File: src/rtl/core/rrt_extend_step_defines.svh
// Assertion macros for the RRT extension block.
// Included by files that carry concurrent checks; no other dependencies.
`ifndef RRT_EXTEND_STEP_DEFINES_SVH
`define RRT_EXTEND_STEP_DEFINES_SVH
`ifndef SYNTHESIS
// Clocked check that is switched off while reset is asserted.
`define RRT_ASSERT(name, clk, rst_n, prop, msg) \
    name: assert property (@(posedge clk) disable iff (!rst_n) prop) else $error(msg);
// Clocked check that also holds during reset.
`define RRT_ASSERT_ALWAYS(name, clk, prop, msg) \
    name: assert property (@(posedge clk) prop) else $error(msg);
`else
`define RRT_ASSERT(name, clk, rst_n, prop, msg)
`define RRT_ASSERT_ALWAYS(name, clk, prop, msg)
`endif
`endif

File: src/rtl/core/rrt_mac.sv
// Shared two-stage multiply-add unit: sum = a*b + c*d.
// No package dependencies.
module rrt_mac #(
    parameter int W = 17
) (
    input  logic         aclk,
    input  logic         aresetn,
    input  logic         in_valid,
    input  logic [W-1:0] a,
    input  logic [W-1:0] b,
    input  logic [W-1:0] c,
    input  logic [W-1:0] d,
    output logic         out_valid,
    output logic [2*W:0] sum
);

    logic [2*W-1:0] p1_reg, p2_reg;
    logic [2*W:0]   sum_reg;
    logic           v1_reg, v2_reg;

    // Valid pipeline.
    always_ff @(posedge aclk) begin
        if (!aresetn) begin
            v1_reg <= 1'b0;
            v2_reg <= 1'b0;
        end else begin
            v1_reg <= in_valid;
            v2_reg <= v1_reg;
        end
    end

    // Products, then their sum.
    always_ff @(posedge aclk) begin
        p1_reg  <= a * b;
        p2_reg  <= c * d;
        sum_reg <= {1'b0, p1_reg} + {1'b0, p2_reg};
    end

    assign out_valid = v2_reg;
    assign sum       = sum_reg;

endmodule

File: config.mk
export PLATFORM = sky130hd
export DESIGN_NAME = rrt_mac
export DESIGN_NICKNAME = d
export VERILOG_FILES = /design/src/rtl/core/rrt_extend_step_defines.svh /design/src/rtl/core/rrt_mac.sv
export SDC_FILE = /design/constraint.sdc
export NUM_CORES = 2
export LEC_CHECK = 0
export ABC_CLOCK_PERIOD_IN_PS = 8200
export CORE_MARGIN = 2
export CORE_UTILIZATION = 38
export DETAILED_ROUTE_END_ITERATION = 8
export DONT_BUFFER_PORTS = 1
export SYNTH_ARGS = -nofsm -noshare
export SYNTH_HDL_FRONTEND = slang
export SYNTH_SLANG_ARGS = --single-unit
File: constraint.sdc
create_clock -name aclk -period 8.2 [get_ports aclk]
set_clock_uncertainty 0.2 [all_clocks]
set_input_delay 1.23 -clock aclk [delete_from_list [all_inputs] [get_ports aclk]]
set_output_delay 1.23 -clock aclk [all_outputs]
set_load 0.05 [all_outputs]
==> impl_metrics.prom <==
# TYPE chip_impl_metric gauge
chip_impl_info{name="run_status",value="finished, final reports clean"} 1
chip_impl_metric{name="postSynthNetCount",unit=""} 3438
chip_impl_metric{name="largest_register_ffs",unit=""} 35
chip_impl_metric{name="slew_at_the_pin_closest_to_its_max_slew_limit",unit="ns"} 0.679
chip_impl_info{name="unrepaired_setup_endpoints_after_global_routing",value="false"} 1
chip_impl_metric{name="place_ws",unit="ns"} 1.14
chip_impl_metric{name="postCtsResizedCells",unit=""} 0
chip_impl_metric{name="max_freq",unit="GHz"} 0.150
chip_impl_metric{name="post_cts_buffers",unit=""} 0
chip_impl_metric{name="globalRouteTotalUtil",unit="%"} 18.4
chip_impl_metric{name="cp_data_arrival_time",unit="ns"} 6.75
chip_impl_metric{name="detail_route.iter0.violations",unit=""} 938
chip_impl_info{name="synth_most_common_cell",value="inv_1"} 1
chip_impl_metric{name="ys_async_sr_fraction",unit="%"} 0
chip_impl_info{name="synth_area_leader_cell",value="fa_1"} 1
chip_impl_metric{name="route.detailed.drc",unit=""} 0
chip_impl_info{name="clockRootBuffer",value="clkbuf_16"} 1
chip_impl_metric{name="floorplan.core_area",unit="mm²"} 0.0614
chip_impl_metric{name="drv.max_cap_violation_count",unit=""} 0
chip_impl_metric{name="grt_first_pass_wirelength",unit="µm"} 93800
chip_impl_metric{name="drt_wl_total",unit="µm"} 56000
chip_impl_metric{name="post-route-cell-area",unit="mm²"} 0.0244
chip_impl_metric{name="place_congestion",unit=""} 0.887
chip_impl_metric{name="setup-tns-final",unit="ns"} 0
chip_impl_metric{name="syn-instance-count",unit=""} 2668
chip_impl_metric{name="dp_hpwl",unit="µm"} 45400
chip_impl_metric{name="timing.final.setup_violations",unit=""} 0
chip_impl_metric{name="std_cell_rows",unit=""} 91
chip_impl_metric{name="io_pins",unit=""} 107
chip_impl_info{name="startpoint_type",value="input port"} 1
chip_impl_metric{name="die-area",unit="mm²"} 0.0638
chip_impl_metric{name="data_required_time_of_the_critical_path",unit="ns"} 8.27
chip_impl_metric{name="cts_inserted_buffers",unit=""} 9
chip_impl_metric{name="drt_pre_antenna_iters",unit=""} 5
chip_impl_metric{name="ctsHoldBuffers",unit=""} 0
chip_impl_metric{name="period_needed",unit="ns"} 6.68
chip_impl_metric{name="synth-seq-cells",unit=""} 105
chip_impl_metric{name="clock_insertion_delay_worst_skew",unit="ns"} 0.36
chip_impl_metric{name="synth.cell_area",unit="mm²"} 0.0235
chip_impl_info{name="worstSetupEndpointType",value="flip-flop"} 1
chip_impl_metric{name="placed_cells",unit=""} 3372
chip_impl_metric{name="critPathMaxFanout",unit=""} 17
chip_impl_info{name="yosys-top-cells-area",value="fa_1 38%, ha_1 13%, inv_1 9.5%, dfxtp_1 9.0%, and2_1 7.1%"} 1
chip_impl_metric{name="antenna_violations_before_repair",unit=""} 2
chip_impl_info{name="cts_tree",value="done"} 1
chip_impl_metric{name="htree_levels",unit=""} 3
chip_impl_metric{name="yosys_warnings",unit=""} 0
chip_impl_metric{name="number_of_nets_in_the_finished_design",unit=""} 3363
chip_impl_info{name="critPathKind",value="input port to flip-flop"} 1
chip_impl_metric{name="report.final.hold_viol_count",unit=""} 0
chip_impl_metric{name="post_dr_vias_cell",unit=""} 5.11
chip_impl_metric{name="finalMaxSlewViolations",unit=""} 0
chip_impl_metric{name="cts.reportedPaths.clkPinSlew",unit="ns"} 0.08
chip_impl_metric{name="grt.overflow.total",unit=""} 0
chip_impl_metric{name="die-width",unit="µm"} 253
chip_impl_info{name="hold_class",value="flip-flop to flip-flop"} 1
chip_impl_metric{name="min_period_over_period",unit="%"} 81.4
chip_impl_metric{name="sequential_cell_area_fraction_in_the_yosys_report",unit="%"} 8.96
chip_impl_metric{name="placement.cell_area",unit="mm²"} 0.0241
chip_impl_metric{name="port_buffers",unit=""} 0
chip_impl_metric{name="initial_utilization",unit="%"} 38.2
chip_impl_metric{name="cts.sinks",unit=""} 105
chip_impl_metric{name="setup_ws",unit="ns"} 1.52
chip_impl_metric{name="synth_edf_count",unit=""} 0
chip_impl_metric{name="layout-drive-gt1-share",unit="%"} 1.54
chip_impl_metric{name="pin_count_of_the_biggest_net_entering_global_routing",unit=""} 20
chip_impl_metric{name="drtAntennaViolNets",unit=""} 0
chip_impl_metric{name="number_of_different_library_cells_in_the_post_synthesis_netlist",unit=""} 73
chip_impl_metric{name="diode_insertion_count_for_antenna_repair",unit=""} 0
chip_impl_metric{name="die_y",unit="µm"} 253
chip_impl_metric{name="netlist.area_leader.share",unit="%"} 38.3
chip_impl_metric{name="timing.max_slew.rel_slack",unit="%"} 54.5
chip_impl_metric{name="clock_tree.buffer_depth",unit=""} 2
chip_impl_metric{name="syn-mean-instance-area",unit="µm²"} 8.80
chip_impl_metric{name="area_growth",unit="%"} 4.13
chip_impl_info{name="yosys_most_used_dff",value="dfxtp_1"} 1
chip_impl_metric{name="detail_route.wl_per_cell",unit="µm"} 16.5
chip_impl_metric{name="via_count_of_the_first_global_routing_pass",unit=""} 18800
chip_impl_metric{name="fin_cells",unit=""} 3388
chip_impl_metric{name="via_count",unit=""} 17300
chip_impl_info{name="post_synth_most_frequent_cells",value="594 x inv_1, 449 x fa_1, 371 x nand2_1"} 1
[metrics by stage]
stage          util [%]  hold WS, ns
2_1_floorplan         -        0.212
5_1_grt            39.8        0.260
4_1_cts            39.8        0.243
6_report           39.8        0.241
3_5_place_dp       39.3        0.224
3_3_place_gp       39.3        0.222
[worst max-delay path, stage by stage]
cell and delay (ns):
and2_1 0.16, fa_1 0.53, inv_1 0.05, fa_1 0.46, fa_1 0.54, inv_1 0.06, fa_1 0.48, fa_1 0.50
inv_1 0.05, fa_1 0.48, inv_1 0.04, ha_1 0.34, a21oi_1 0.16, o21ai_1 0.09, a21o_1 0.18, a21oi_1 0.25
o22ai_1 0.11, a211oi_1 0.60, mux2i_1 0.17, a211oi_1 0.26
[final timing paths]
path	start	to	slack, ns	cells after the start
worst min-delay path	v1_reg	out_valid	0.24	1
worst min register to register	v1_reg	out_valid	0.24	1
worst max register to register	p1_reg[0]	sum[30]	4.93	11
worst max-delay path	b[5]	p1_reg[30]	1.52	20
[layout make-up]
type,count,area (µm²)
Clock inverter,7,83.8
Fill cell,6058,36900
Clock buffer,9,225
Sequential cell,105,2100
Tap cell,790,988
Multi-Input combinational cell,1882,18800
Inverter,595,2230
[kinds of logic after synthesis]
family                     share of synthesized area (%)
and+or+nand+nor                                     16.9
adders and majority gates                           51.6
buffers and inverters                               10.9
AOI/OAI and AO/OA                                   8.48
DFF                                                 8.96
xor gates and xnor gates                            2.76
muxes                                              0.363
[cell usage in the layout (no fill, tap or decap), drive strengths merged, types with 4 or more instances in the layout]
| master | n |
|---|---|
| o21bai | 12 |
| a211o | 4 |
| nand2 | 371 |
| xnor2 | 55 |
| nor2 | 65 |
| o211ai | 7 |
| inv | 598 |
| fa | 449 |
| nand3 | 24 |
| nor3 | 12 |
| o311ai | 6 |
| a21boi | 6 |
| o21ai | 51 |
| clkbuf | 9 |
| and3 | 11 |
| nand4 | 7 |
| and2 | 268 |
| a31oi | 8 |
| o2111ai | 4 |
| o41ai | 5 |
| nor2b | 9 |
| a21oi | 97 |
| dfxtp | 105 |
| o21a | 13 |
| and4 | 6 |
| a211oi | 10 |
| ha | 250 |
| xor2 | 19 |
| or3 | 4 |
| nand2b | 10 |
| mux2 | 4 |
| a21o | 49 |
| mux2i | 4 |
[per-layer routing]
metal	vias to the layer above	part of all wire [%]	routed length, µm	GRT usage [%]
met5	-	0	0	0
met4	0	2.3	1290	4.85
met3	98	6.5	3620	3.35
met2	484	50	27900	32.0
met1	8737	41	23200	23.5
li1	7985	-	-	-
Power is left out: the tool's default activity adds up to more than one toggle a clock period on the data nets, which glitch-free logic cannot reach.
