[config.mk]
export PLATFORM = sky130hd
export DESIGN_NAME = rrt_isqrt
export DESIGN_NICKNAME = d
export VERILOG_FILES = /design/src/rtl/core/rrt_extend_step_defines.svh /design/src/rtl/core/rrt_isqrt.sv
export SDC_FILE = /design/constraint.sdc
export NUM_CORES = 1
export LEC_CHECK = 0
export ABC_AREA = 1
export BUFFER_PORTS_ARGS = -buffer_cell sky130_fd_sc_hd__buf_2
export CAP_MARGIN = 25
export CELL_PAD_IN_SITES_DETAIL_PLACEMENT = 1
export CELL_PAD_IN_SITES_GLOBAL_PLACEMENT = 1
export CORE_UTILIZATION = 38
export DETAILED_ROUTE_END_ITERATION = 8
export PLACE_DENSITY = 0.88
export SKIP_LAST_GASP = 1
export SYNTH_ARGS = -nofsm -noshare
export SYNTH_HDL_FRONTEND = slang
export SYNTH_SLANG_ARGS = --single-unit
[constraint.sdc]
create_clock -name aclk -period 2.6 [get_ports aclk]
set_input_delay 0.65 -clock aclk [delete_from_list [all_inputs] [get_ports aclk]]
set_output_delay 0.65 -clock aclk [all_outputs]
set_load 0.1 [all_outputs]
[src/rtl/core/rrt_extend_step_defines.svh]
// Assertion macros for the RRT extension block.
// Included by files that carry concurrent checks; no other dependencies.
`ifndef RRT_EXTEND_STEP_DEFINES_SVH
`define RRT_EXTEND_STEP_DEFINES_SVH
`ifndef SYNTHESIS
// Clocked check that is switched off while reset is asserted.
`define RRT_ASSERT(name, clk, rst_n, prop, msg) \
    name: assert property (@(posedge clk) disable iff (!rst_n) prop) else $error(msg);
// Clocked check that also holds during reset.
`define RRT_ASSERT_ALWAYS(name, clk, prop, msg) \
    name: assert property (@(posedge clk) prop) else $error(msg);
`else
`define RRT_ASSERT(name, clk, rst_n, prop, msg)
`define RRT_ASSERT_ALWAYS(name, clk, prop, msg)
`endif
`endif

[src/rtl/core/rrt_isqrt.sv]
// Iterative integer square root, one root bit per cycle (floor result).
// No package dependencies.
module rrt_isqrt #(
    parameter int RW = 18
) (
    input  logic            aclk,
    input  logic            aresetn,
    input  logic            start,
    input  logic [2*RW-1:0] value,
    output logic            done,
    output logic [RW-1:0]   root
);

    localparam int REM_W = RW + 2;
    localparam int CNT_W = $clog2(RW + 1);

    logic             busy_reg, done_reg;
    logic [CNT_W-1:0] cnt_reg;
    logic [2*RW-1:0]  op_reg;
    logic [REM_W-1:0] rem_reg;
    logic [RW-1:0]    root_reg;
    logic [REM_W+1:0] rem2, trial, diff;
    logic             fits;

    // Bring down two operand bits and try root*4+1.
    always_comb begin
        rem2  = {rem_reg, op_reg[2*RW-1 -: 2]};
        trial = {2'b00, root_reg, 2'b01};
        diff  = rem2 - trial;
        fits  = rem2 >= trial;
    end

    // Step counter and completion pulse.
    always_ff @(posedge aclk) begin
        if (!aresetn) begin
            busy_reg <= 1'b0;
            done_reg <= 1'b0;
            cnt_reg  <= '0;
        end else begin
            done_reg <= 1'b0;
            if (start) begin
                busy_reg <= 1'b1;
                cnt_reg  <= CNT_W'(RW);
            end else if (busy_reg) begin
                cnt_reg <= cnt_reg - CNT_W'(1);
                if (cnt_reg == CNT_W'(1)) begin
                    busy_reg <= 1'b0;
                    done_reg <= 1'b1;
                end
            end
        end
    end

    // Remainder and root update.
    always_ff @(posedge aclk) begin
        if (start) begin
            op_reg   <= value;
            rem_reg  <= '0;
            root_reg <= '0;
        end else if (busy_reg) begin
            op_reg   <= {op_reg[2*RW-3:0], 2'b00};
            rem_reg  <= fits ? diff[REM_W-1:0] : rem2[REM_W-1:0];
            root_reg <= {root_reg[RW-2:0], fits};
        end
    end

    assign done = done_reg;
    assign root = root_reg;

endmodule
==> results.sh, run 1 <==
export IMPL_clockRootBuffer="clkbuf_16"
export IMPL_crit_path_start_kind="flop"
export IMPL_stdcell_area_sq_mm=0.005385
export IMPL_crit_chain="inv_1 -> ha_1 -> nand2_1 -> nor2_1 -> inv_1 -> nor2_1 -> nand2_4 -> nand2_4 -> nand3_1 -> nand3_1 -> nand2_1 -> inv_1"
export IMPL_synth_edf_count=36
export IMPL_area_growth_pct=16.01
export IMPL_final_layout_size_suffix_gt1_frac=0.1580
export IMPL_io_pins=58
export IMPL_drc=0
export IMPL_largest_reg_flops=36
export IMPL_port_buffers=57
export IMPL_cp_required_ns=2.87
export IMPL_crit_path_top_delay_cell="ha_1"
export IMPL_hold_class="reg -> reg"
export IMPL_worst_pin_slew_ns=0.6267
export IMPL_min_period_over_period=0.8915
export IMPL_grt_use_total=0.2261
export IMPL_routedWlPerCell_um=15.96
export IMPL_fin_ws_ns=0.2822
export IMPL_synthArstFlopShare=0
export IMPL_net_switching_power_mw=2.278
export IMPL_combPwrFrac=0.458
export IMPL_final_common_cell="nand2_1"
export IMPL_mostFrequentLayoutCells="234 x nand2_1, 76 x inv_1, 57 x buf_2, 42 x nor2_1, 40 x nand3_1"
export IMPL_post_cts_buffers=0
export IMPL_critical_path_arrival_ns=2.59
export IMPL_ys_warnings_count=0
export IMPL_first_iter_violations=181
export IMPL_crit_buf_inv=3
export IMPL_grt_ovfl_total=0
export IMPL_hpwlAfterDp_um=10150
export IMPL_p_leak_nw=2.770
export IMPL_holdBufCountCts=0
export IMPL_rsz0062_at_grt="no"
export IMPL_antennaDiodeCount=0
export IMPL_tns_ns=0
export IMPL_drv_cap=0
export IMPL_synth_cell_type_count=41
export IMPL_finClkSkew_ns=0.007469
export IMPL_clk_pin_slew_ns=0.06
export IMPL_status="completed"
export IMPL_cts_buffers=9
export IMPL_critPathTopFamily="simple AND/OR/NAND/NOR gates"
export IMPL_wl_um=13360
export IMPL_cts_max_path_buffers=2
export IMPL_num_vias=4314
export IMPL_final_nets=746
export IMPL_yosys_register_bits=81
export IMPL_start_util=0.3881
export IMPL_power_total_mw=5.408
export IMPL_dieArea_sq_mm=0.01266
export IMPL_fin_cells=837
export IMPL_finalSetupViolations=0
export IMPL_via_per_inst=5.154
export IMPL_grt_first_pass_wirelength_um=22110
export IMPL_die_w_um=112.5
export IMPL_cp_max_fo=20
export IMPL_clock_latency_ns=0.34
export IMPL_switching_share=0.4211
export IMPL_grt_max_degree=50
export IMPL_max_stage_delay_ns=0.39
export IMPL_slew_viol_final=0
export IMPL_antenna_found_initial=0
export IMPL_final_util=0.4502
export IMPL_seq_power_share=0.291
export IMPL_placed_cell_area_sq_mm=0.005071
export IMPL_whs_ns=0.4881
export IMPL_fp_dieH_um=112.5
export IMPL_syn_area_sq_mm=0.004642
export IMPL_row_count=40
export IMPL_synth_top_flop_cell="dfxtp_1"
export IMPL_crit_type="reg -> reg"
export IMPL_dp_cells=821
export IMPL_powerDensity_mw_per_mm2=1004
export IMPL_irDropWorstVdd_v=0.0003780
export IMPL_endpoint_kind="flop"
export IMPL_first_global_vias=4510
export IMPL_cts_max_level=3
export IMPL_first_pass_iters=4
export IMPL_antenna_left=0
export IMPL_pwr_share_clk=0.251
export IMPL_tritoncts="built"
export IMPL_hold_viol=0
export IMPL_max_slew_margin_rel=0.5822
export IMPL_place_ws_ns=0.3474
export IMPL_cts_resized=0
export IMPL_coreArea_sq_mm=0.01196
export IMPL_syn_num_nets=692
export IMPL_fillerInstances=1540
export IMPL_r2r_slack_ns=0.28
export IMPL_ys_seq_area_frac=0.4270
export IMPL_path_common_cell="inv_1"
export IMPL_syn_inst=631
export IMPL_synth_area_per_cell_sq_um=7.357
export IMPL_fmax_mhz=431.4
export IMPL_clock_sinks=81
export IMPL_p_int_mw=3.131
export IMPL_min_period_ns=2.318
export IMPL_place_congestion=0.8799
[area by class of cell]
type	count	area, sq um	area share
Multi-Input combinational cell	448	2253	0.4184
Tap cell	147	183.9	0.03415
Timing Repair Buffer	64	337.8	0.06273
Clock inverter	3	63.81	0.01185
Sequential cell	81	1992	0.3699
Clock buffer	13	250.2	0.04647
Inverter	81	304.0	0.05646
[power groups by stage]
stage | Clock (mW) | Sequential, mW | Combinational (mW)
3_3_place_gp | 0 | 1.59 | 2.34
4_1_cts | 1.39 | 1.57 | 2.47
6_report | 1.36 | 1.57 | 2.48
2_1_floorplan | 0 | 1.60 | 1.90
3_5_place_dp | 0 | 1.60 | 2.44
5_1_grt | 1.45 | 1.58 | 2.78
[Yosys cell counts, types with 2 or more instances]
cell / number / area share
nand2_1: 234 / 0.19
inv_1: 76 / 0.061
dfxtp_1: 45 / 0.19
nor2_1: 42 / 0.034
nand3_1: 40 / 0.043
edfxtp_1: 36 / 0.23
ha_1: 22 / 0.059
a21oi_1: 17 / 0.018
nand4_1: 17 / 0.023
o22ai_1: 17 / 0.023
buf_1: 7 / 0.0057
clkbuf_1: 7 / 0.0057
nor2_2: 7 / 0.0094
xor2_1: 6 / 0.011
nor3_1: 5 / 0.0054
o21ai_0: 5 / 0.0054
xnor2_1: 5 / 0.0094
buf_2: 4 / 0.0043
inv_2: 4 / 0.0032
nand2_2: 4 / 0.0054
a21o_1: 3 / 0.0049
nand3b_1: 3 / 0.0049
a21oi_2: 2 / 0.0038
buf_4: 2 / 0.0032
nand2_4: 2 / 0.0049
nor4_1: 2 / 0.0027
o211ai_1: 2 / 0.0032
o21bai_1: 2 / 0.0032
[layer usage]
layer	vias up	part of all wire	GRT usage
li1	2140	-	-
met1	2029	0.44	0.2770
met2	117	0.48	0.3847
met3	28	0.052	0.04536
met4	0	0.025	0.1013
met5	-	0	0
[cells by family after synthesis]
kind of cell | Yosys count | share of synthesized area
adder cells (fa/ha/maj) | 22 | 0.05930
flip-flops | 81 | 0.4270
XOR/XNOR | 11 | 0.02075
AO/OA/AOI/OAI | 54 | 0.07116
AND/OR/NAND/NOR | 361 | 0.3342
buffers and inverters | 102 | 0.08760
[worst register-to-register path: stages (launching register included)]
cell and delay (ns):
dfxtp_1 0.35, inv_1 0.10, ha_1 0.39, nand2_1 0.14, nor2_1 0.17, inv_1 0.07, nor2_1 0.21, nand2_4 0.17
nand2_4 0.25, nand3_1 0.14, nand3_1 0.11, nand2_1 0.06, inv_1 0.09
[path summary, 6_finish.rpt]
path	from	endpoint	cells after the start
max	root[15]	rem_reg[10]	12
min	cnt_reg[4]	cnt_reg[4]	2
max reg2reg	root[15]	rem_reg[10]	12
min reg2reg	cnt_reg[4]	cnt_reg[4]	2
Note: power is estimated with default switching activity, not from simulation.
==> inputs of run 2 (changes only) <==
--- a/config.mk
+++ b/config.mk
@@ -6,13 +6,13 @@
 export NUM_CORES = 1
 export LEC_CHECK = 0
 export ABC_AREA = 1
-export BUFFER_PORTS_ARGS = -buffer_cell sky130_fd_sc_hd__buf_2
 export CAP_MARGIN = 25
 export CELL_PAD_IN_SITES_DETAIL_PLACEMENT = 1
 export CELL_PAD_IN_SITES_GLOBAL_PLACEMENT = 1
-export CORE_UTILIZATION = 38
+export CORE_UTILIZATION = 39
 export DETAILED_ROUTE_END_ITERATION = 8
-export PLACE_DENSITY = 0.88
+export DONT_BUFFER_PORTS = 1
+export PLACE_DENSITY = 0.83
 export SKIP_LAST_GASP = 1
 export SYNTH_ARGS = -nofsm -noshare
 export SYNTH_HDL_FRONTEND = slang
==> run 2 against run 1 <==
Global-route usage is 1.1 points lower. Fmax is 3.7% lower. Non-clock buffer count is 40 lower. Worst setup slack worse by 0.088 ns. Hold slack worse by 0.062 ns. Critical path type unchanged.
==> results.sh, run 2 (synthesis gave the netlist of run 1 again) <==
export IMPL_status="completed"
export IMPL_hold_class="in -> reg"
export IMPL_row_count=39
export IMPL_dieArea_sq_mm=0.01234
export IMPL_p_leak_nw=2.596
export IMPL_endpoint_kind="flop"
export IMPL_cp_max_fo=20
export IMPL_clock_latency_ns=0.34
export IMPL_drv_cap=0
export IMPL_routedWlPerCell_um=16.00
export IMPL_pwr_share_clk=0.236
export IMPL_finClkSkew_ns=0.01002
export IMPL_clockRootBuffer="clkbuf_16"
export IMPL_die_w_um=111.1
export IMPL_coreArea_sq_mm=0.01152
export IMPL_via_per_inst=5.314
export IMPL_min_period_over_period=0.9253
export IMPL_max_slew_margin_rel=0.6622
export IMPL_grt_use_total=0.2150
export IMPL_net_switching_power_mw=2.258
export IMPL_clock_sinks=81
export IMPL_slew_viol_final=0
export IMPL_first_iter_violations=173
export IMPL_io_pins=58
export IMPL_clk_pin_slew_ns=0.06
export IMPL_worst_pin_slew_ns=0.5062
export IMPL_wl_um=12680
export IMPL_critical_path_arrival_ns=2.65
export IMPL_tritoncts="built"
export IMPL_port_buffers=0
export IMPL_crit_path_start_kind="flop"
export IMPL_cts_max_path_buffers=2
export IMPL_tns_ns=0
export IMPL_cts_buffers=9
export IMPL_hpwlAfterDp_um=9263
export IMPL_drc=0
export IMPL_antennaDiodeCount=0
export IMPL_combPwrFrac=0.466
export IMPL_area_growth_pct=12.02
export IMPL_grt_ovfl_total=0
export IMPL_hold_viol=0
export IMPL_antenna_left=0
export IMPL_grt_max_degree=48
export IMPL_mostFrequentLayoutCells="234 x nand2_1, 76 x inv_1, 42 x nor2_1, 40 x nand3_1, 37 x dfxtp_1"
export IMPL_place_ws_ns=0.2870
export IMPL_fillerInstances=1431
export IMPL_final_layout_size_suffix_gt1_frac=0.1063
export IMPL_rsz0062_at_grt="no"
export IMPL_largest_reg_flops=36
export IMPL_start_util=0.4031
export IMPL_seq_power_share=0.298
export IMPL_cts_max_level=3
export IMPL_first_global_vias=4484
export IMPL_powerDensity_mw_per_mm2=1008
export IMPL_cp_required_ns=2.84
export IMPL_crit_type="reg -> reg"
export IMPL_fp_dieH_um=111.1
export IMPL_cts_resized=0
export IMPL_place_congestion=0.8827
export IMPL_switching_share=0.4307
export IMPL_num_vias=4209
export IMPL_min_period_ns=2.406
export IMPL_first_pass_iters=4
export IMPL_post_cts_buffers=0
export IMPL_fmax_mhz=415.6
export IMPL_irDropWorstVdd_v=0.0004645
export IMPL_antenna_found_initial=0
export IMPL_fin_ws_ns=0.1941
export IMPL_grt_first_pass_wirelength_um=21160
export IMPL_finalSetupViolations=0
export IMPL_holdBufCountCts=0
export IMPL_p_int_mw=2.984
export IMPL_final_nets=706
export IMPL_final_common_cell="nand2_1"
[run 2: cell types whose count changed in the layout (fill, tap and decap cells not counted), sizes merged]
| cell | change |
|---|---|
| buf | -40 |
| clkbuf | -2 |
| bufinv | -1 |
| clkinv | +1 |
| clkinvlp | +1 |
[run 2: through the flow]
stage / total power [mW] / utilization / hold slack [ns] / instance area, sq um / instances
floorplan: 3.498 / - / 0.4446 / 4653 / 631
finish: 5.242 / 0.4515 / 0.4266 / 5200 / 792
detailed placement: 3.982 / 0.4273 / 0.4817 / 4921 / 777
CTS: 5.257 / 0.4515 / 0.3817 / 5200 / 792
global placement: 3.893 / 0.4273 / 0.4576 / 4921 / 777
global route: 5.615 / 0.4515 / 0.3944 / 5200 / 792
[run 2: cell type report]
| type | instances | area (sq um) | area share |
|---|---|---|---|
| Clock buffer | 11 | 232.7 | 0.04475 |
| Clock inverter | 4 | 46.29 | 0.008903 |
| Inverter | 81 | 304.0 | 0.05847 |
| Multi-Input combinational cell | 448 | 2253 | 0.4333 |
| Sequential cell | 81 | 1992 | 0.3831 |
| Tap cell | 143 | 178.9 | 0.03441 |
| Timing Repair Buffer | 24 | 192.7 | 0.03705 |
[run 2: layer usage]
metal	vias to the layer above	global-route usage	wire length, um
met5	-	0	0
met4	0	0.1099	402
met3	28	0.04265	701
met2	114	0.3774	6311
met1	1999	0.2484	5260
li1	2068	-	-
[run 2: worst paths after layout]
kind         startpoint           to  slack, ns  cells past startpoint
min reg2reg    root[17]     root[17]       0.50                      2
max reg2reg    root[11]   rem_reg[0]       0.19                     11
max            root[11]   rem_reg[0]       0.19                     11
min               start  rem_reg[13]       0.43                      1
[run 2: critical path: stages (launching register included)]
cell and delay, ns:
dfxtp_2 0.32, inv_1 0.07, ha_1 0.37, a21oi_1 0.30, nand2_1 0.15, a21oi_2 0.14, nand2_2 0.09, nand2_4 0.19
nand2_4 0.20, nand2_8 0.16, nor2_1 0.07, nor3_1 0.23
[run 2: power groups by stage]
stage	registers (mW)	logic, mW	clock network (mW)
after floorplan	1.60	1.90	0
after global placement	1.58	2.32	0
after detailed placement	1.58	2.40	0
after CTS	1.56	2.44	1.25
after global routing	1.57	2.74	1.30
final	1.56	2.45	1.24
