--- src/rtl/core/rrt_extend_step_defines.svh ---
// Assertion macros for the RRT extension block.
// Included by files that carry concurrent checks; no other dependencies.
`ifndef RRT_EXTEND_STEP_DEFINES_SVH
`define RRT_EXTEND_STEP_DEFINES_SVH
`ifndef SYNTHESIS
// Clocked check that is switched off while reset is asserted.
`define RRT_ASSERT(name, clk, rst_n, prop, msg) \
    name: assert property (@(posedge clk) disable iff (!rst_n) prop) else $error(msg);
// Clocked check that also holds during reset.
`define RRT_ASSERT_ALWAYS(name, clk, prop, msg) \
    name: assert property (@(posedge clk) prop) else $error(msg);
`else
`define RRT_ASSERT(name, clk, rst_n, prop, msg)
`define RRT_ASSERT_ALWAYS(name, clk, prop, msg)
`endif
`endif

--- src/rtl/core/rrt_div.sv ---
// Iterative restoring divider, one quotient bit per cycle.
// No package dependencies.
module rrt_div #(
    parameter int NW = 34,
    parameter int DW = 18
) (
    input  logic          aclk,
    input  logic          aresetn,
    input  logic          start,
    input  logic [NW-1:0] num,
    input  logic [DW-1:0] den,
    output logic          done,
    output logic [NW-1:0] quot
);

    localparam int CNT_W = $clog2(NW + 1);

    logic             busy_reg, done_reg;
    logic [CNT_W-1:0] cnt_reg;
    logic [NW-1:0]    quot_reg;
    logic [DW-1:0]    rem_reg, den_reg;
    logic [DW:0]      shifted, diff;
    logic             fits;

    // One trial subtraction per step.
    always_comb begin
        shifted = {rem_reg, quot_reg[NW-1]};
        diff    = shifted - {1'b0, den_reg};
        fits    = shifted >= {1'b0, den_reg};
    end

    // Step counter and completion pulse.
    always_ff @(posedge aclk) begin
        if (!aresetn) begin
            busy_reg <= 1'b0;
            done_reg <= 1'b0;
            cnt_reg  <= '0;
        end else begin
            done_reg <= 1'b0;
            if (start) begin
                busy_reg <= 1'b1;
                cnt_reg  <= CNT_W'(NW);
            end else if (busy_reg) begin
                cnt_reg <= cnt_reg - CNT_W'(1);
                if (cnt_reg == CNT_W'(1)) begin
                    busy_reg <= 1'b0;
                    done_reg <= 1'b1;
                end
            end
        end
    end

    // Quotient shifts in from the bottom as the dividend shifts out the top.
    always_ff @(posedge aclk) begin
        if (start) begin
            quot_reg <= num;
            rem_reg  <= '0;
            den_reg  <= den;
        end else if (busy_reg) begin
            quot_reg <= {quot_reg[NW-2:0], fits};
            rem_reg  <= fits ? diff[DW-1:0] : shifted[DW-1:0];
        end
    end

    assign done = done_reg;
    assign quot = quot_reg;

endmodule

--- config.mk ---
export PLATFORM = sky130hd
export DESIGN_NAME = rrt_div
export DESIGN_NICKNAME = d
export VERILOG_FILES = /design/src/rtl/core/rrt_extend_step_defines.svh /design/src/rtl/core/rrt_div.sv
export SDC_FILE = /design/constraint.sdc
export NUM_CORES = 1
export LEC_CHECK = 0
export BUFFER_PORTS_ARGS = -buffer_cell sky130_fd_sc_hd__buf_2
export CAP_MARGIN = 20
export CORE_MARGIN = 1.5
export CORE_UTILIZATION = 30
export DETAILED_ROUTE_END_ITERATION = 16
export MAX_ROUTING_LAYER = met4
export PLACE_DENSITY = 0.46
export SLEW_MARGIN = 5
export SYNTH_ARGS = -nofsm -noshare
export SYNTH_HDL_FRONTEND = slang
export SYNTH_SLANG_ARGS = --single-unit
--- constraint.sdc ---
create_clock -name aclk -period 2.7 [get_ports aclk]
set_input_delay 0.675 -clock aclk [delete_from_list [all_inputs] [get_ports aclk]]
set_output_delay 0.675 -clock aclk [all_outputs]
set_load 0.02 [all_outputs]
==> results of run 1 <==
-- timing repair --
| action | in CTS | in global routing |
|---|---|---|
| setup buffers | 0 | 3 |
| gates resized for setup | 0 | 1 |
| endpoints found under the setup margin | 0 | 3 |
| hold buffers | 0 | 0 |
-- cells by family (layout without fill, tap and decap cells) --
family,count (synthesis),after routing
AO/OA/AOI/OAI,68,68
buffers and inverters,40,145
AND/OR/NAND/NOR,80,80
multiplexers,45,45
adder cells (fa/ha/maj),21,21
flip-flops,78,78
XOR/XNOR,19,19
-- cells in the mapped netlist, drive strengths merged, types with 2 or more instances --
cell,instances
dfxtp,26
and3,4
nand2b,3
a311oi,2
edfxtp,52
o21ai,8
nor3,5
buf,4
nor4,2
a211oi,11
inv,27
clkbuf,9
a31oi,4
xor2,6
o21bai,2
nor2b,2
a21o,9
o31ai,3
ha,20
o21a,5
nand4,3
a21oi,14
nor2,30
mux2i,12
nand3,5
nand2,19
xnor2,13
mux2,33
-- worst max-delay path, stage by stage (launching register included) --
cell	delay [ns]
edfxtp_1	0.41
inv_1	0.08
ha_1	0.16
inv_1	0.06
fa_2	0.36
a211o_1	0.30
a21o_1	0.18
o211ai_1	0.27
buf_4	0.17
nor2_1	0.03
or4_1	0.40
nand3_1	0.09
-- stage by stage --
stage	hold slack (ns)	TNS (ns)	utilization, %	total power [mW]	area (µm²)
after global routing	0.481	-0.00110	38.3	3.51	5070
after detailed placement	0.469	0	35.8	2.10	4740
after floorplan	0.445	0	-	1.90	4070
after CTS	0.486	0	38.1	3.39	5050
final	0.484	0	38.3	3.33	5070
after global placement	0.461	0	35.8	2.09	4740
-- layer usage --
metal | GRT usage (%) | vias up
met5 | - | -
met1 | 17.0 | 1412
met3 | 4.89 | 5
met2 | 22.0 | 95
met4 | 4.46 | 0
li1 | - | 1480
-- placed cells by master, fill, tap and decap left out, types with 9 or more instances in the layout --
cell,instances
a211oi_1,10
a21o_1,9
a21oi_1,14
buf_2,89
buf_4,12
clkbuf_16,9
dfxtp_1,26
edfxtp_1,52
ha_1,20
inv_1,27
mux2_2,32
mux2i_1,12
nand2_1,19
nor2_1,29
xnor2_1,13
-- power by group through the flow --
| stage | Clock [mW] | Combinational [mW] | Sequential, mW |
|---|---|---|---|
| CTS | 1.32 | 0.627 | 1.45 |
| finish | 1.26 | 0.624 | 1.45 |
| global placement | 0 | 0.623 | 1.47 |
| global route | 1.35 | 0.693 | 1.46 |
| floorplan | 0 | 0.370 | 1.53 |
| detailed placement | 0 | 0.624 | 1.47 |
-- worst paths after layout --
| kind | startpoint | to | slack, ns |
|---|---|---|---|
| worst min register to register | rem_reg[16] | rem_reg[16] | 0.48 |
| worst min-delay path | rem_reg[16] | rem_reg[16] | 0.48 |
| worst max register to register | quot[33] | rem_reg[14] | 0.15 |
| worst max-delay path | quot[33] | rem_reg[14] | 0.15 |
-- final cells by class --
class / instances / area, µm²
sequential: 78 / 2080
inverter: 27 / 101
fill: 1351 / 8170
timing repair buffer: 102 / 556
multi-input combinational: 233 / 1810
clock buffer: 10 / 239
clock inverter: 6 / 67.6
tap: 176 / 220
==> qor_table.md, run 1 <==
| Metric | Reported | Unit |
| --- | --- | --- |
| Cell taking the most area after synthesis | edfxtp_1 | - |
| Internal power | 2.42 | mW |
| Count of yosys warnings during synthesis | 0 | - |
| Top Ports | 90 | - |
| Power spent charging and discharging nets | 0.917 | mW |
| IO Port Bufs | 89 | - |
| Critical Path Source Type | register | - |
| Top-area cell type share of the netlist area | 38.4 | % |
| Power per cell area | 657 | nW/µm² |
| Net count after synthesis | 427 | - |
| Static Leakage | 2.26 | nW |
| Largest family of logic cells by synthesized area | multiplexers | - |
| Dpl cells | 613 | - |
| Pre-CTS worst setup slack | 0.153 | ns |
| First-pass GRT wire length | 15.1 | mm |
| Iteration count of the initial detailed-routing pass | 4 | - |
| Antenna diode count | 0 | - |
| Antenna violations before repair | 0 | - |
| Growth of design area from synthesis to finish | 24.7 | % |
| Final routed wirelength across all metal layers | 9.01 | mm |
| Reg power frac | 43.4 | % |
| Worst Hold Class | reg -> reg | - |
| Reg clk slew, reported paths | 0.07 | ns |
| Maximum achievable frequency | 392 | MHz |
| Final non-filler cell total | 632 | - |
| Top flip-flop cell by instance count after synthesis | edfxtp_1 | - |
| Kind of end point of the critical path | register | - |
| Multiplexer share of the synthesized area | 12.1 | % |
| Maximum fanout count along the critical path | 3 | - |
| Chip Width | 119 | µm |
| Synthesized instance count | 351 | - |
| Number of flops mapped to enable cells by yosys | 52 | - |
| Synthesized-area fraction occupied by ao, oa, aoi and oai cells | 11.9 | % |
| Initial DRC Count | 116 | - |
| Number of nets in the layout | 527 | - |
| Cts bufs inserted | 9 | - |
| Period minus WS final | 2.55 | ns |
| Outcome | finished, final reports clean | - |
| Path type of the worst setup path | reg -> reg | - |
| Simple-Gate Fraction of Synth Area | 9.63 | % |
| DP HPWL | 6.46 | mm |
| CTS max path bufs | 2 | - |
| Max-cap violation count | 0 | - |
| Worst relative slew slack | 54.6 | % |
| Maximum number of pins on one net before global-route repair | 44 | - |
| Final number of max-transition violations | 0 | - |
| Number of setup violations in the final report | 0 | - |
| Final hold violations | 0 | - |
| Average vias per placed instance | 4.73 | - |
| Met2 WL | 4.11 | mm |
| Share of post-route cells with drive strength above 1 | 34.9 | % |
| Number of cells traversed by the worst register-to-register path | 11 | - |
| Transition at the pin with the smallest max-transition slack | 0.672 | ns |
| TritonCTS clock tree | built | - |
| Clock latency at the later pin of the worst-skew pair | 0.34 | ns |
| WHS Path Cells | 2 | - |
| Number of global-route vias before repair | 3173 | - |
| Synthesized-area fraction occupied by adder cells | 6.65 | % |
| Critical path data required time | 2.98 | ns |
| Sequential-to-total area share from yosys stat | 51.2 | % |
| Critical Path AT | 2.84 | ns |
| Residual antenna-violating net count after detailed routing | 0 | - |
| Switching Share | 27.5 | % |
| Clk_skew | 0.00954 | ns |
| Overall overflow remaining after global route | 0 | - |
| Synth cell types | 55 | - |
| Part of the total power dissipated in the clock network | 37.9 | % |
| Count of clock tree sinks | 78 | - |
| Total Die Area | 14300 | µm² |
| Sum of routed wire segments on met1 | 4.18 | mm |
| Detailed-route DRC error count | 0 | - |
| XOR/XNOR Fraction of Synth Area | 4.09 | % |
| Highest metal layer used by the detailed router | met4 | - |
| Largest vdd supply drop | 353 | µV |
| Average wire per cell in the routed design | 14.2 | µm |
| Area of the mapped netlist | 4070 | µm² |
| Clock Root Buffer | clkbuf_16 | - |
| Number of H-tree branching levels | 3 | - |
| Core Region | 13200 | µm² |
| Share of async-settable or async-resettable flops after synthesis | 0 | % |
| Most area-consuming cells after synthesis | edfxtp_1, dfxtp_1, mux2_2 | - |
| Number of placement rows | 42 | - |
| Total Routing Usage GR | 14.0 | % |
| GP Congestion | 0.778 | - |
| Combinational group share of total power | 18.7 | % |
| Number of vias in the routed layout | 2992 | - |
| Final period util | 94.5 | % |
| Average cell area after synthesis | 11.6 | µm² |
| Max FFs per register | 34 | - |
| Die Y-Extent | 119 | µm |
| Total length of routed met3 wires | 610 | µm |
| Worst Slack Setup Final | 0.147 | ns |
| Flip-flop and latch count after synthesis | 78 | - |
| Starting density of the core | 30.7 | % |
No activity file was read; power rests on OpenSTA's default activity.
==> run 2: changes to the inputs <==
--- a/config.mk
+++ b/config.mk
@@ -12,6 +12,7 @@
 export DETAILED_ROUTE_END_ITERATION = 16
 export MAX_ROUTING_LAYER = met4
 export PLACE_DENSITY = 0.46
+export RECOVER_POWER = 50
 export SLEW_MARGIN = 5
 export SYNTH_ARGS = -nofsm -noshare
 export SYNTH_HDL_FRONTEND = slang
==> run 2 against run 1 <==
Setup slack hardly changed. Non-clock buffer count is the same. Die area is the same. Maximum frequency stayed put. Power about the same. Highest routed layer unchanged.
==> qor_table.md, run 2 (same netlist as run 1, synthesis figures left out) <==
| Metric | Reported | Unit |
| --- | --- | --- |
| Outcome | finished, final reports clean | - |
| Final hold violations | 0 | - |
| Pre-CTS worst setup slack | 0.153 | ns |
| Reg power frac | 43.5 | % |
| CP max stage delay | 0.41 | ns |
| TritonCTS clock tree | built | - |
| Max-cap violation count | 0 | - |
| Power spent charging and discharging nets | 0.918 | mW |
| Number of global-route vias before repair | 3173 | - |
| Maximum fanout count along the critical path | 3 | - |
| Worst Hold Class | reg -> reg | - |
| Total Die Area | 14300 | µm² |
| Maximum achievable frequency | 392 | MHz |
| Max FFs per register | 34 | - |
| Residual antenna-violating net count after detailed routing | 0 | - |
| Starting density of the core | 30.7 | % |
| Leading cell types in the layout, fill and taps excluded | buf_2, edfxtp_1, mux2_2 | - |
| Sequence of cells on the critical path | inv_1 > ha_1 > inv_1 > fa_2 > a211o_1 > a21o_1 > o211ai_1 > buf_4 > nor2_1 > or4_1 > nand3_1 | - |
| Final routed wirelength across all metal layers | 9.01 | mm |
| Detailed-route DRC error count | 0 | - |
| Internal power | 2.41 | mW |
| Final core utilization | 38.2 | % |
| Count of clock tree sinks | 78 | - |
| GP Congestion | 0.778 | - |
| Combinational group share of total power | 18.6 | % |
| Worst Slack Setup Final | 0.147 | ns |
| Final period util | 94.5 | % |
| Start point of the critical path | quot[33] | - |
| Share of post-route cells with drive strength above 1 | 32.9 | % |
| Reg2reg setup slack | 0.15 | ns |
| Design area | 5060 | µm² |
| Clock latency at the later pin of the worst-skew pair | 0.34 | ns |
| Reg-to-reg critical path startpoint | quot[33] | - |
| Transition at the pin with the smallest max-transition slack | 0.700 | ns |
| DP HPWL | 6.46 | mm |
| Critical Path Source Type | register | - |
| IO Port Bufs | 89 | - |
| Switching Share | 27.6 | % |
| Commonest non-fill, non-tap cell in the layout | buf_2 | - |
| Largest vdd supply drop | 353 | µV |
| Chip Width | 119 | µm |
| Total Power | 3.33 | mW |
| Placed Area | 4740 | µm² |
| Number of cells traversed by the worst register-to-register path | 11 | - |
| Final non-filler cell total | 632 | - |
| Kind of end point of the critical path | register | - |
| First-pass GRT wire length | 15.1 | mm |
| CTS max path bufs | 2 | - |
| Path type of the worst setup path | reg -> reg | - |
| Number of vias in the routed layout | 2996 | - |
| Number of placement rows | 42 | - |
| Critical path data required time | 2.98 | ns |
| Worst relative slew slack | 53.3 | % |
| Critical Path AT | 2.84 | ns |
| Number of H-tree branching levels | 3 | - |
| Period minus WS final | 2.55 | ns |
| Die Y-Extent | 119 | µm |
| Top Ports | 90 | - |
| Power per cell area | 659 | nW/µm² |
| Clk_skew | 0.00953 | ns |
| Part of the total power dissipated in the clock network | 37.9 | % |
| Overall overflow remaining after global route | 0 | - |
| Iteration count of the initial detailed-routing pass | 4 | - |
| Dpl cells | 613 | - |
| Antenna diode count | 0 | - |
| Maximum number of pins on one net before global-route repair | 44 | - |
| Total Routing Usage GR | 14.0 | % |
| Initial DRC Count | 116 | - |
| Clock Root Buffer | clkbuf_16 | - |
| Total negative setup slack | 0 | ns |
| Cts bufs inserted | 9 | - |
| Library cell contributing the largest single delay on the critical path | edfxtp_1 | - |
| Reg clk slew, reported paths | 0.07 | ns |
| Average wire per cell in the routed design | 14.3 | µm |
| Final number of max-transition violations | 0 | - |
| Growth of design area from synthesis to finish | 24.4 | % |
| Static Leakage | 2.23 | nW |
| Core Region | 13200 | µm² |
| Average vias per placed instance | 4.74 | - |
| Most common cell type on the critical path | inv_1 | - |
| Destination of the critical timing path | rem_reg[14] | - |
| FF-to-FF End | rem_reg[14] | - |
| Number of setup violations in the final report | 0 | - |
| Antenna violations before repair | 0 | - |
| Post-route worst hold slack | 0.484 | ns |
| Number of nets in the layout | 527 | - |
run 2: changes by cell type in the layout (fill, tap and decap cells not counted), sizes merged:
cell    delta
buf       -10
clkbuf    +10
run 2: layout make-up:
cell class	count	area [µm²]
Fill cell	1350	8190
Sequential cell	78	2080
Multi-Input combinational cell	233	1810
Timing Repair Buffer	102	542
Clock buffer	10	239
Tap cell	176	220
Inverter	27	101
Clock inverter	6	67.6
run 2: timing repair:
item / 4_1_cts / 5_1_grt
resized for setup: 0 / 1
hold buffers: 0 / 0
endpoints found under the setup margin: 0 / 3
buffers inserted: 0 / 3
endpoints found under the hold margin: 0 / 0
run 2: routing by layer:
| layer | vias up | GRT usage, % | share of wire [%] |
|---|---|---|---|
| met5 | - | - | 0 |
| met4 | 0 | 4.46 | 1.1 |
| met3 | 5 | 4.89 | 6.7 |
| met2 | 93 | 22.0 | 46 |
| met1 | 1418 | 17.0 | 46 |
| li1 | 1480 | - | - |
run 2: how the worst min path moves through the flow:
| stage | cells after the start | to | from |
|---|---|---|---|
| floorplan | 2 | rem_reg[11] | rem_reg[11] |
| global placement | 2 | rem_reg[15] | rem_reg[15] |
| detailed placement | 2 | rem_reg[11] | rem_reg[11] |
| CTS | 2 | rem_reg[15] | rem_reg[15] |
| global route | 1 | den_reg[0] | den[0] |
| finish | 2 | rem_reg[16] | rem_reg[16] |
run 2: power groups by stage:
stage | Sequential, mW | Clock, mW | Combinational [mW]
2_1_floorplan | 1.53 | 0 | 0.370
3_3_place_gp | 1.47 | 0 | 0.623
3_5_place_dp | 1.47 | 0 | 0.624
4_1_cts | 1.45 | 1.32 | 0.627
5_1_grt | 1.46 | 1.35 | 0.689
6_report | 1.45 | 1.26 | 0.620
run 2: critical path, delay by kind of cell, from the launching register on:
kind,cells,cell delay (ns)
flip-flops,1,0.41
adder cells (fa/ha/maj),2,0.52
AND/OR/NAND/NOR,3,0.52
AO/OA/AOI/OAI,3,0.75
buffers and inverters,3,0.31
